**src/hdl/qsld_pkg.sv**
```systemverilog
// Shared types, constants and lookup functions of the QOA slice LMS decoder.
`default_nettype none

package qsld_pkg;

    localparam int CHAN_COUNT_DEF   = 2;
    localparam int TAPS             = 4;
    localparam int SLICE_LEN        = 20;
    localparam int CNT_W            = $clog2(SLICE_LEN);

    localparam logic [1:0] FUNC_LOAD_HIST = 2'd0;
    localparam logic [1:0] FUNC_LOAD_WTS  = 2'd1;
    localparam logic [1:0] FUNC_SLICE     = 2'd2;

    // Commands from the controller to the datapath.
    typedef struct packed {
        logic load_hist;
        logic load_wts;
        logic start;
        logic mul_en;
        logic step;
        logic last;
    } cmd_t;

    // Status from the datapath to the controller.
    typedef struct packed {
        logic out_free;
    } sts_t;

    // Scale factor round((idx+1)^2.75).
    function automatic logic [11:0] scale_factor(input logic [3:0] idx);
        logic [11:0] sf;
        begin
            unique case (idx)
                4'd0:    sf = 12'd1;
                4'd1:    sf = 12'd7;
                4'd2:    sf = 12'd21;
                4'd3:    sf = 12'd45;
                4'd4:    sf = 12'd84;
                4'd5:    sf = 12'd138;
                4'd6:    sf = 12'd211;
                4'd7:    sf = 12'd304;
                4'd8:    sf = 12'd421;
                4'd9:    sf = 12'd562;
                4'd10:   sf = 12'd731;
                4'd11:   sf = 12'd928;
                4'd12:   sf = 12'd1157;
                4'd13:   sf = 12'd1419;
                4'd14:   sf = 12'd1715;
                default: sf = 12'd2048;
            endcase
            return sf;
        end
    endfunction

    // Dequantization multiplier magnitude in quarters: 0.75, 2.5, 4.5, 7.
    function automatic logic [4:0] quarter_mag(input logic [1:0] sel);
        logic [4:0] qm;
        begin
            unique case (sel)
                2'd0:    qm = 5'd3;
                2'd1:    qm = 5'd10;
                2'd2:    qm = 5'd18;
                default: qm = 5'd28;
            endcase
            return qm;
        end
    endfunction

endpackage

`default_nettype wire

```
**src/hdl/qsld_ctrl.sv**
```systemverilog
// Controller state machine of the QOA slice LMS decoder.
`default_nettype none

module qsld_ctrl
    import qsld_pkg::*;
#(
    parameter int CHAN_COUNT = CHAN_COUNT_DEF
) (
    input  wire logic       clk,
    input  wire logic       rst_n,
    input  wire logic       in_valid,
    output logic            in_stall,
    input  wire logic [1:0] func,
    input  wire logic       channel,
    input  wire sts_t       sts,
    output cmd_t            cmd
);

    typedef enum logic [2:0] {
        ST_IDLE = 3'b001,
        ST_MUL  = 3'b010,
        ST_ACC  = 3'b100
    } state_t;

    localparam logic [CNT_W-1:0] LAST_IDX = CNT_W'(SLICE_LEN - 1);

    state_t           state_reg, state_next;
    logic [CNT_W-1:0] cnt_reg, cnt_next;
    logic             accept;
    logic             ch_ok;

    assign in_stall = (state_reg != ST_IDLE);
    assign accept   = in_valid && (state_reg == ST_IDLE);
    assign ch_ok    = (int'(channel) < CHAN_COUNT);

    always_comb
    begin
        state_next = state_reg;
        cnt_next   = cnt_reg;
        cmd        = '0;
        unique case (state_reg)
            ST_IDLE:
            begin
                if (accept && ch_ok)
                begin
                    cmd.load_hist = (func == FUNC_LOAD_HIST);
                    cmd.load_wts  = (func == FUNC_LOAD_WTS);
                    if (func == FUNC_SLICE)
                    begin
                        cmd.start  = 1'b1;
                        cnt_next   = '0;
                        state_next = ST_MUL;
                    end
                end
            end
            ST_MUL:
            begin
                cmd.mul_en = 1'b1;
                state_next = ST_ACC;
            end
            ST_ACC:
            begin
                // hold the products until the output register can take the sample
                if (sts.out_free)
                begin
                    cmd.step = 1'b1;
                    cmd.last = (cnt_reg == LAST_IDX);
                    if (cnt_reg == LAST_IDX)
                    begin
                        cnt_next   = '0;
                        state_next = ST_IDLE;
                    end
                    else
                    begin
                        cnt_next   = cnt_reg + CNT_W'(1);
                        state_next = ST_MUL;
                    end
                end
            end
            default:
            begin
                state_next = ST_IDLE;
            end
        endcase
    end

    always_ff @(posedge clk or negedge rst_n)
    begin
        if (!rst_n)
        begin
            state_reg <= ST_IDLE;
            cnt_reg   <= '0;
        end
        else
        begin
            state_reg <= state_next;
            cnt_reg   <= cnt_next;
        end
    end

`ifndef SYNTHESIS
    a_step_needs_room: assert property (@(posedge clk) disable iff (!rst_n)
        cmd.step |-> sts.out_free)
        else $error("sample step issued while output register is occupied");

    a_cnt_range: assert property (@(posedge clk) disable iff (!rst_n)
        cnt_reg <= LAST_IDX)
        else $error("sample counter beyond slice length");

    a_last_ends_slice: assert property (@(posedge clk) disable iff (!rst_n)
        (cmd.step && cmd.last) |=> (state_reg == ST_IDLE) && (cnt_reg == '0))
        else $error("slice did not end after its last sample");

    a_start_from_idle: assert property (@(posedge clk) disable iff (!rst_n)
        cmd.start |=> (state_reg == ST_MUL) && (cnt_reg == '0))
        else $error("slice start did not enter multiply phase");
`endif

endmodule

`default_nettype wire

```
**src/hdl/qsld_dp.sv**
```systemverilog
// Datapath of the QOA slice LMS decoder: LMS state, predictor, output register.
`default_nettype none

module qsld_dp
    import qsld_pkg::*;
#(
    parameter int CHAN_COUNT = CHAN_COUNT_DEF
) (
    input  wire logic               clk,
    input  wire logic               rst_n,
    input  wire cmd_t               cmd,
    output sts_t                    sts,
    input  wire logic               channel,
    input  wire logic [63:0]        payload,
    output logic                    out_valid,
    input  wire logic               out_stall,
    output logic signed [15:0]      sample,
    output logic                    sample_channel,
    output logic                    last
);

    localparam int CH_W = (CHAN_COUNT > 1) ? $clog2(CHAN_COUNT) : 1;
    localparam logic signed [21:0] S_MIN = -22'sd32768;
    localparam logic signed [21:0] S_MAX = 22'sd32767;

    logic signed [15:0] hist_reg [CHAN_COUNT][TAPS];
    logic signed [15:0] wts_reg  [CHAN_COUNT][TAPS];

    logic [CH_W-1:0]    ch_in;
    logic [CH_W-1:0]    ch_reg;
    logic [3:0]         sf_idx_reg;
    logic [59:0]        codes_reg;
    logic signed [31:0] prod_reg [TAPS];
    logic signed [14:0] r_reg, r_next;

    logic               out_valid_reg;
    logic signed [15:0] sample_reg;
    logic               sample_channel_reg;
    logic               last_reg;

    logic [2:0]         code;
    logic [16:0]        q_prod;
    logic [13:0]        mag;
    logic signed [33:0] acc;
    logic signed [20:0] pred;
    logic signed [21:0] s_full;
    logic signed [15:0] s_next;
    logic signed [10:0] delta;
    logic signed [15:0] wts_next [TAPS];

    assign ch_in = CH_W'(channel);

    // Residual of the current code, rounded half away from zero.
    assign code   = codes_reg[59:57];
    assign q_prod = 17'(scale_factor(sf_idx_reg)) * 17'(quarter_mag(code[2:1])) + 17'd2;
    assign mag    = 14'(q_prod >> 2);
    assign r_next = code[0] ? -$signed({1'b0, mag}) : $signed({1'b0, mag});

    // Prediction, sum and clamp.
    always_comb
    begin
        acc = '0;
        for (int n = 0; n < TAPS; n++)
        begin
            acc = acc + 34'(prod_reg[n]);
        end
        pred   = 21'(acc >>> 13);
        s_full = 22'(pred) + 22'(r_reg);
        if (s_full < S_MIN)
        begin
            s_next = 16'sh8000;
        end
        else if (s_full > S_MAX)
        begin
            s_next = 16'sh7fff;
        end
        else
        begin
            s_next = 16'(s_full);
        end
    end

    // Weight adaptation of the active channel by the sign of each history tap.
    assign delta = 11'(r_reg >>> 4);
    always_comb
    begin
        for (int n = 0; n < TAPS; n++)
        begin
            if (hist_reg[ch_reg][n][15])
            begin
                wts_next[n] = wts_reg[ch_reg][n] - 16'(delta);
            end
            else
            begin
                wts_next[n] = wts_reg[ch_reg][n] + 16'(delta);
            end
        end
    end

    always_ff @(posedge clk or negedge rst_n)
    begin
        if (!rst_n)
        begin
            for (int i = 0; i < CHAN_COUNT; i++)
            begin
                for (int n = 0; n < TAPS; n++)
                begin
                    hist_reg[i][n] <= '0;
                    wts_reg[i][n]  <= '0;
                end
            end
        end
        else
        begin
            for (int i = 0; i < CHAN_COUNT; i++)
            begin
                if (cmd.load_hist && (int'(ch_in) == i))
                begin
                    for (int n = 0; n < TAPS; n++)
                    begin
                        hist_reg[i][n] <= payload[63 - 16 * n -: 16];
                    end
                end
                else if (cmd.step && (int'(ch_reg) == i))
                begin
                    for (int n = 0; n < TAPS - 1; n++)
                    begin
                        hist_reg[i][n] <= hist_reg[i][n + 1];
                    end
                    hist_reg[i][TAPS - 1] <= s_next;
                end

                if (cmd.load_wts && (int'(ch_in) == i))
                begin
                    for (int n = 0; n < TAPS; n++)
                    begin
                        wts_reg[i][n] <= payload[63 - 16 * n -: 16];
                    end
                end
                else if (cmd.step && (int'(ch_reg) == i))
                begin
                    for (int n = 0; n < TAPS; n++)
                    begin
                        wts_reg[i][n] <= wts_next[n];
                    end
                end
            end
        end
    end

    // Slice context, code shifter and tap products.
    always_ff @(posedge clk)
    begin
        if (cmd.start)
        begin
            ch_reg     <= ch_in;
            sf_idx_reg <= payload[63:60];
            codes_reg  <= payload[59:0];
        end
        else if (cmd.step)
        begin
            codes_reg <= {codes_reg[56:0], 3'b000};
        end

        if (cmd.mul_en)
        begin
            r_reg <= r_next;
            for (int n = 0; n < TAPS; n++)
            begin
                prod_reg[n] <= 32'(hist_reg[ch_reg][n]) * 32'(wts_reg[ch_reg][n]);
            end
        end
    end

    // Output register.
    always_ff @(posedge clk or negedge rst_n)
    begin
        if (!rst_n)
        begin
            out_valid_reg <= 1'b0;
        end
        else if (cmd.step)
        begin
            out_valid_reg <= 1'b1;
        end
        else if (!out_stall)
        begin
            out_valid_reg <= 1'b0;
        end
    end

    always_ff @(posedge clk)
    begin
        if (cmd.step)
        begin
            sample_reg         <= s_next;
            sample_channel_reg <= ch_reg[0];
            last_reg           <= cmd.last;
        end
    end

    assign sts.out_free    = !out_valid_reg || !out_stall;
    assign out_valid       = out_valid_reg;
    assign sample          = sample_reg;
    assign sample_channel  = sample_channel_reg;
    assign last            = last_reg;

endmodule

`default_nettype wire

```
**src/hdl/qoa_slice_lms_decoder.sv**
```systemverilog
// Top level of the QOA slice LMS decoder: controller plus datapath.
//
// Input channel (in_valid / in_stall) takes one item per handshake: func selects
// load history, load weights or decode slice; channel picks the LMS state;
// payload holds four 16-bit values (first in the top bits) or a 4-bit scale
// index followed by twenty 3-bit residual codes. Unused func codes and channels
// at or above CHAN_COUNT are taken and dropped.
// Output channel (out_valid / out_stall) delivers one PCM sample per item with
// its channel, and last marks the twentieth sample of a slice.
// Timing: a load item does not stall the input. A slice runs its samples one
// after the other, each in a multiply state that forms the four tap products
// and the residual, then an accumulate state that sums, clamps, emits the
// sample and adapts the weights. The input stays stalled for the whole slice,
// so no new item is taken before the slice ends; the four-tap history/weight
// feedback loop through the multipliers keeps its samples from overlapping.
// A stalled output holds the finished sample in the output register and
// freezes the slice until the receiver takes it; the input stays stalled
// meanwhile. Reset clears all history and weights to zero and empties the
// output register.
`default_nettype none

module qoa_slice_lms_decoder
    import qsld_pkg::*;
#(
    parameter int CHAN_COUNT = CHAN_COUNT_DEF
) (
    input  wire logic               clk,
    input  wire logic               rst_n,
    input  wire logic               in_valid,
    output logic                    in_stall,
    input  wire logic [1:0]         func,
    input  wire logic               channel,
    input  wire logic [63:0]        payload,
    output logic                    out_valid,
    input  wire logic               out_stall,
    output logic signed [15:0]      sample,
    output logic                    sample_channel,
    output logic                    last
);

    cmd_t cmd;
    sts_t sts;

    // Sequence loads and the per-sample multiply / accumulate phases.
    qsld_ctrl #(
        .CHAN_COUNT (CHAN_COUNT)
    ) u_ctrl (
        .clk      (clk),
        .rst_n    (rst_n),
        .in_valid (in_valid),
        .in_stall (in_stall),
        .func     (func),
        .channel  (channel),
        .sts      (sts),
        .cmd      (cmd)
    );

    // Hold the LMS state, compute each sample and register the result item.
    qsld_dp #(
        .CHAN_COUNT (CHAN_COUNT)
    ) u_dp (
        .clk            (clk),
        .rst_n          (rst_n),
        .cmd            (cmd),
        .sts            (sts),
        .channel        (channel),
        .payload        (payload),
        .out_valid      (out_valid),
        .out_stall      (out_stall),
        .sample         (sample),
        .sample_channel (sample_channel),
        .last           (last)
    );

endmodule

`default_nettype wire

```
**config.mk**
```make
export PLATFORM = sky130hd
export DESIGN_NAME = qoa_slice_lms_decoder
export DESIGN_NICKNAME = d
export VERILOG_FILES = /design/src/hdl/qsld_pkg.sv /design/src/hdl/qsld_ctrl.sv /design/src/hdl/qsld_dp.sv /design/src/hdl/qoa_slice_lms_decoder.sv
export SDC_FILE = /design/constraint.sdc
export NUM_CORES = 2
export LEC_CHECK = 0
export BUFFER_PORTS_ARGS = -buffer_cell sky130_fd_sc_hd__buf_2
export CORE_MARGIN = 3
export CORE_UTILIZATION = 45
export DETAILED_ROUTE_END_ITERATION = 12
export PLACE_DENSITY_LB_ADDON = 0.3
export RECOVER_POWER = 25
export SLEW_MARGIN = 20
export SYNTH_ARGS = -nofsm -noshare
export SYNTH_HDL_FRONTEND = slang
export SYNTH_HIERARCHICAL = 1
export SYNTH_SLANG_ARGS = --single-unit
```
**constraint.sdc**
```tcl
create_clock -name clk -period 13.5 [get_ports clk]
set_input_delay 4.05 -clock clk [delete_from_list [all_inputs] [get_ports clk]]
set_output_delay 4.05 -clock clk [all_outputs]
set_load 0.005 [all_outputs]
```
==> results.toml <==
[status]
outcome = "complete, but fails checks"
violations = "capacitance limit, slew limit"

[clock_tree]
clock-root-buffer = "clkbuf_16"
ctsHoldBuffers = 0
cts_tree = "done"
clkLatencyLatePin_ns = 0.66
cts-resized-gates = 0
clk_pin_slew_ns = 0.07
postCtsSetupRepairBufs = 0
htreeDepth = 2
cts_buffer_depth = 3
cts-buffers-inserted = 57
cts_sinks = 503

[setup_path]
cp_max_fo = 39
cp-start-kind = "flop"
endpoint = "u_dp/prod_reg[1][30]"
cpLargestDelayFamily = "buffers and inverters"
critical_path.startpoint = "u_dp/ch_reg"
cp.required_ns = 13.91
critPathBufInv = 9
cpMostUsedCell = "fa_1"
regToRegEndpoint = "u_dp/prod_reg[1][30]"
rrSetupSlack_ns = 2.55
cpPeakStageDelay_ns = 1.13
r2r_cells = 28
critical_path_cell_count = 28
r2r_start = "u_dp/ch_reg"
critPathSlowestCell = "clkbuf_1"
crit_path_end_kind = "flop"
cp.arrival_ns = 11.36
path_class = "flop to flop"

[floorplanning]
rows = 142
die_area_um2 = 158000
num_io_pins = 91
die_h_um = 397
fp.dieW_um = 397
core_um2 = 151000
initial_core_util_pct = 45.6

[drt]
wl_per_cell_um = 24.0
detail-route-antenna-nets = 0
dr.pass1.iters = 6
vias = 53000
totalWireLength_um = 228000
drtIter0Drc = 4760
drc_errors = 0
vias_per_cell = 5.59

[global_route]
use_met1_pct = 37.8
antenna_found_initial = 21
use_met3_pct = 5.99
met2_usage_pct = 46.6
grt_overflow = 0
top_usage_layer = "met2"
grt_pass1_wl_um = 346000
grt_max_degree = 87
grtUsageTotal_pct = 29.3
grt_pass1_vias = 55100

[synth]
yosys_warnings = 6
synthCells = 7414
yosysTopAreaCellShare_pct = 33.4
yosysSeqAreaShare_pct = 19.9
synth.distinct_cells = 96
synthTopCellsByArea = "fa_1 33%, edfxtp_1 9.9%, dfrtp_1 9.6%"
ys_seq_elements = 503
yosysTopAreaCell = "fa_1"
syn-cell-area_um2 = 68800
synth_edf_count = 226
async_reset_ff_share_pct = 52.7
syn-num-nets = 9106
synth_ff_type = "dfrtp_1"
synth.most_common_cell = "inv_1"
syn_avg_cell_area_um2 = 9.28
yosys-top-cells-count = "1378 x inv_1, 1147 x fa_1, 1125 x nand2_1"

[final_layout]
fin_nets = 9099
area_growth_pct = 6.92
drive_above_1_share_pct = 6.33

[worst_hold_path]
min_from = "u_dp/ch_reg"
min_path_type = "flop to flop"

[timing]
rsz0062_at_grt = "false"
fin_setup_tns_ns = 0
hold_violations = 0
relSlewSlack_pct = -209
drv_slew = 237
final.min_clock_period_ns = 10.95
final-setup-viol-count = 0
max_freq_mhz = 91.3
period_share_pct = 81.1
skew_ns = 0.0162
tightest_slew_ns = 4.63
whs_ns = 0.462

[flow_run]
cap_viol_max_count = 4

[place]
routabilityCongestion = 0.978
hpwl_um = 182000
port_buffers = 90
worst min-delay path by stage:
stage,cells past startpoint,slack [ns],to
floorplan,2,0.47,u_dp/wts_reg[15]
global route,0,0.47,u_dp/sample_channel
finish,0,0.46,u_dp/sample_channel
global placement,0,0.43,u_dp/sample_channel
CTS,0,0.46,u_dp/sample_channel
detailed placement,0,0.45,u_dp/sample_channel
layout make-up:
type / instances / area, µm²
diodes: 13 / 32.5
clock buffers: 73 / 1550
clock inverters: 33 / 360
fillers: 14200 / 77300
inverters: 1391 / 5220
multi-input cells: 5272 / 49100
flip-flops and latches: 503 / 13700
well taps: 2016 / 2520
repair buffers: 182 / 1140
stage by stage:
| stage | worst slack (ns) | utilization (%) | cells | cell area (µm²) |
|---|---|---|---|---|
| floorplan | 1.70 | - | 7414 | 68800 |
| global placement | 4.49 | 47.5 | 9363 | 71600 |
| detailed placement | 4.28 | 47.5 | 9363 | 71600 |
| CTS | 4.27 | 48.7 | 9469 | 73500 |
| global route | 2.10 | 48.7 | 9473 | 73500 |
| finish | 2.55 | 48.8 | 9483 | 73500 |
per-layer routing:
layer	part of all wire, %	routed length [µm]
met5	0.040	91
met4	6.3	14400
met3	8.8	20000
met2	46	104000
met1	39	89100
cells by family (layout without fill, tap and decap cells):
group	count (synthesis)	count (layout)	share of synthesized area (%)
xor+xnor	298	298	3.79
other cells	1	14	0.00545
fa+ha+maj	1621	1621	42.0
buf+inv	1639	1679	8.97
simple gates	2202	2202	13.3
flops	503	503	19.9
mux	273	273	4.23
compound gates	877	877	7.86
layout by cell type (no fill, tap or decap), types with 11 or more instances in the layout:
| cell | synthesis | layout |
|---|---|---|
| inv_1 | 1378 | 1378 |
| fa_1 | 1147 | 1147 |
| nand2_1 | 1125 | 1122 |
| nor2_1 | 738 | 736 |
| ha_1 | 474 | 474 |
| dfrtp_1 | 264 | 264 |
| a21oi_1 | 259 | 259 |
| xnor2_1 | 235 | 235 |
| edfxtp_1 | 226 | 226 |
| a31oi_1 | 166 | 166 |
| o21ai_0 | 165 | 164 |
| mux2_2 | 141 | 141 |
| mux2i_1 | 132 | 125 |
| buf_2 | 9 | 83 |
| buf_4 | 0 | 83 |
| xor2_1 | 63 | 63 |
| and2_1 | 62 | 59 |
| clkbuf_16 | 0 | 57 |
| a21o_1 | 53 | 53 |
| nor3_1 | 49 | 49 |
| nand3_1 | 41 | 41 |
| a22oi_1 | 41 | 41 |
| nor2b_1 | 42 | 40 |
| nand2b_1 | 33 | 30 |
| o21ai_1 | 29 | 30 |
| o21a_1 | 29 | 29 |
| or3_1 | 26 | 26 |
| clkbuf_1 | 188 | 24 |
| o21bai_1 | 20 | 20 |
| a211oi_1 | 19 | 19 |
| and3_1 | 18 | 18 |
| clkinv_1 | 12 | 16 |
| o31ai_1 | 14 | 14 |
| nand4_1 | 14 | 14 |
| diode_2 | 0 | 13 |
| o211ai_1 | 12 | 12 |
| dfxtp_1 | 12 | 12 |
| or2_2 | 12 | 11 |
worst register-to-register path, delay by kind of cell, from the launching register on:
kind / cells / cell delay, ns
mux: 1 / 0.77
simple gates: 1 / 0.24
fa+ha+maj: 7 / 3.15
flops: 1 / 0.35
xor+xnor: 1 / 0.10
compound gates: 9 / 2.17
buf+inv: 9 / 3.95
Power is left out: the tool's default activity adds up to more than one toggle a clock period on the data nets, which glitch-free logic cannot reach.
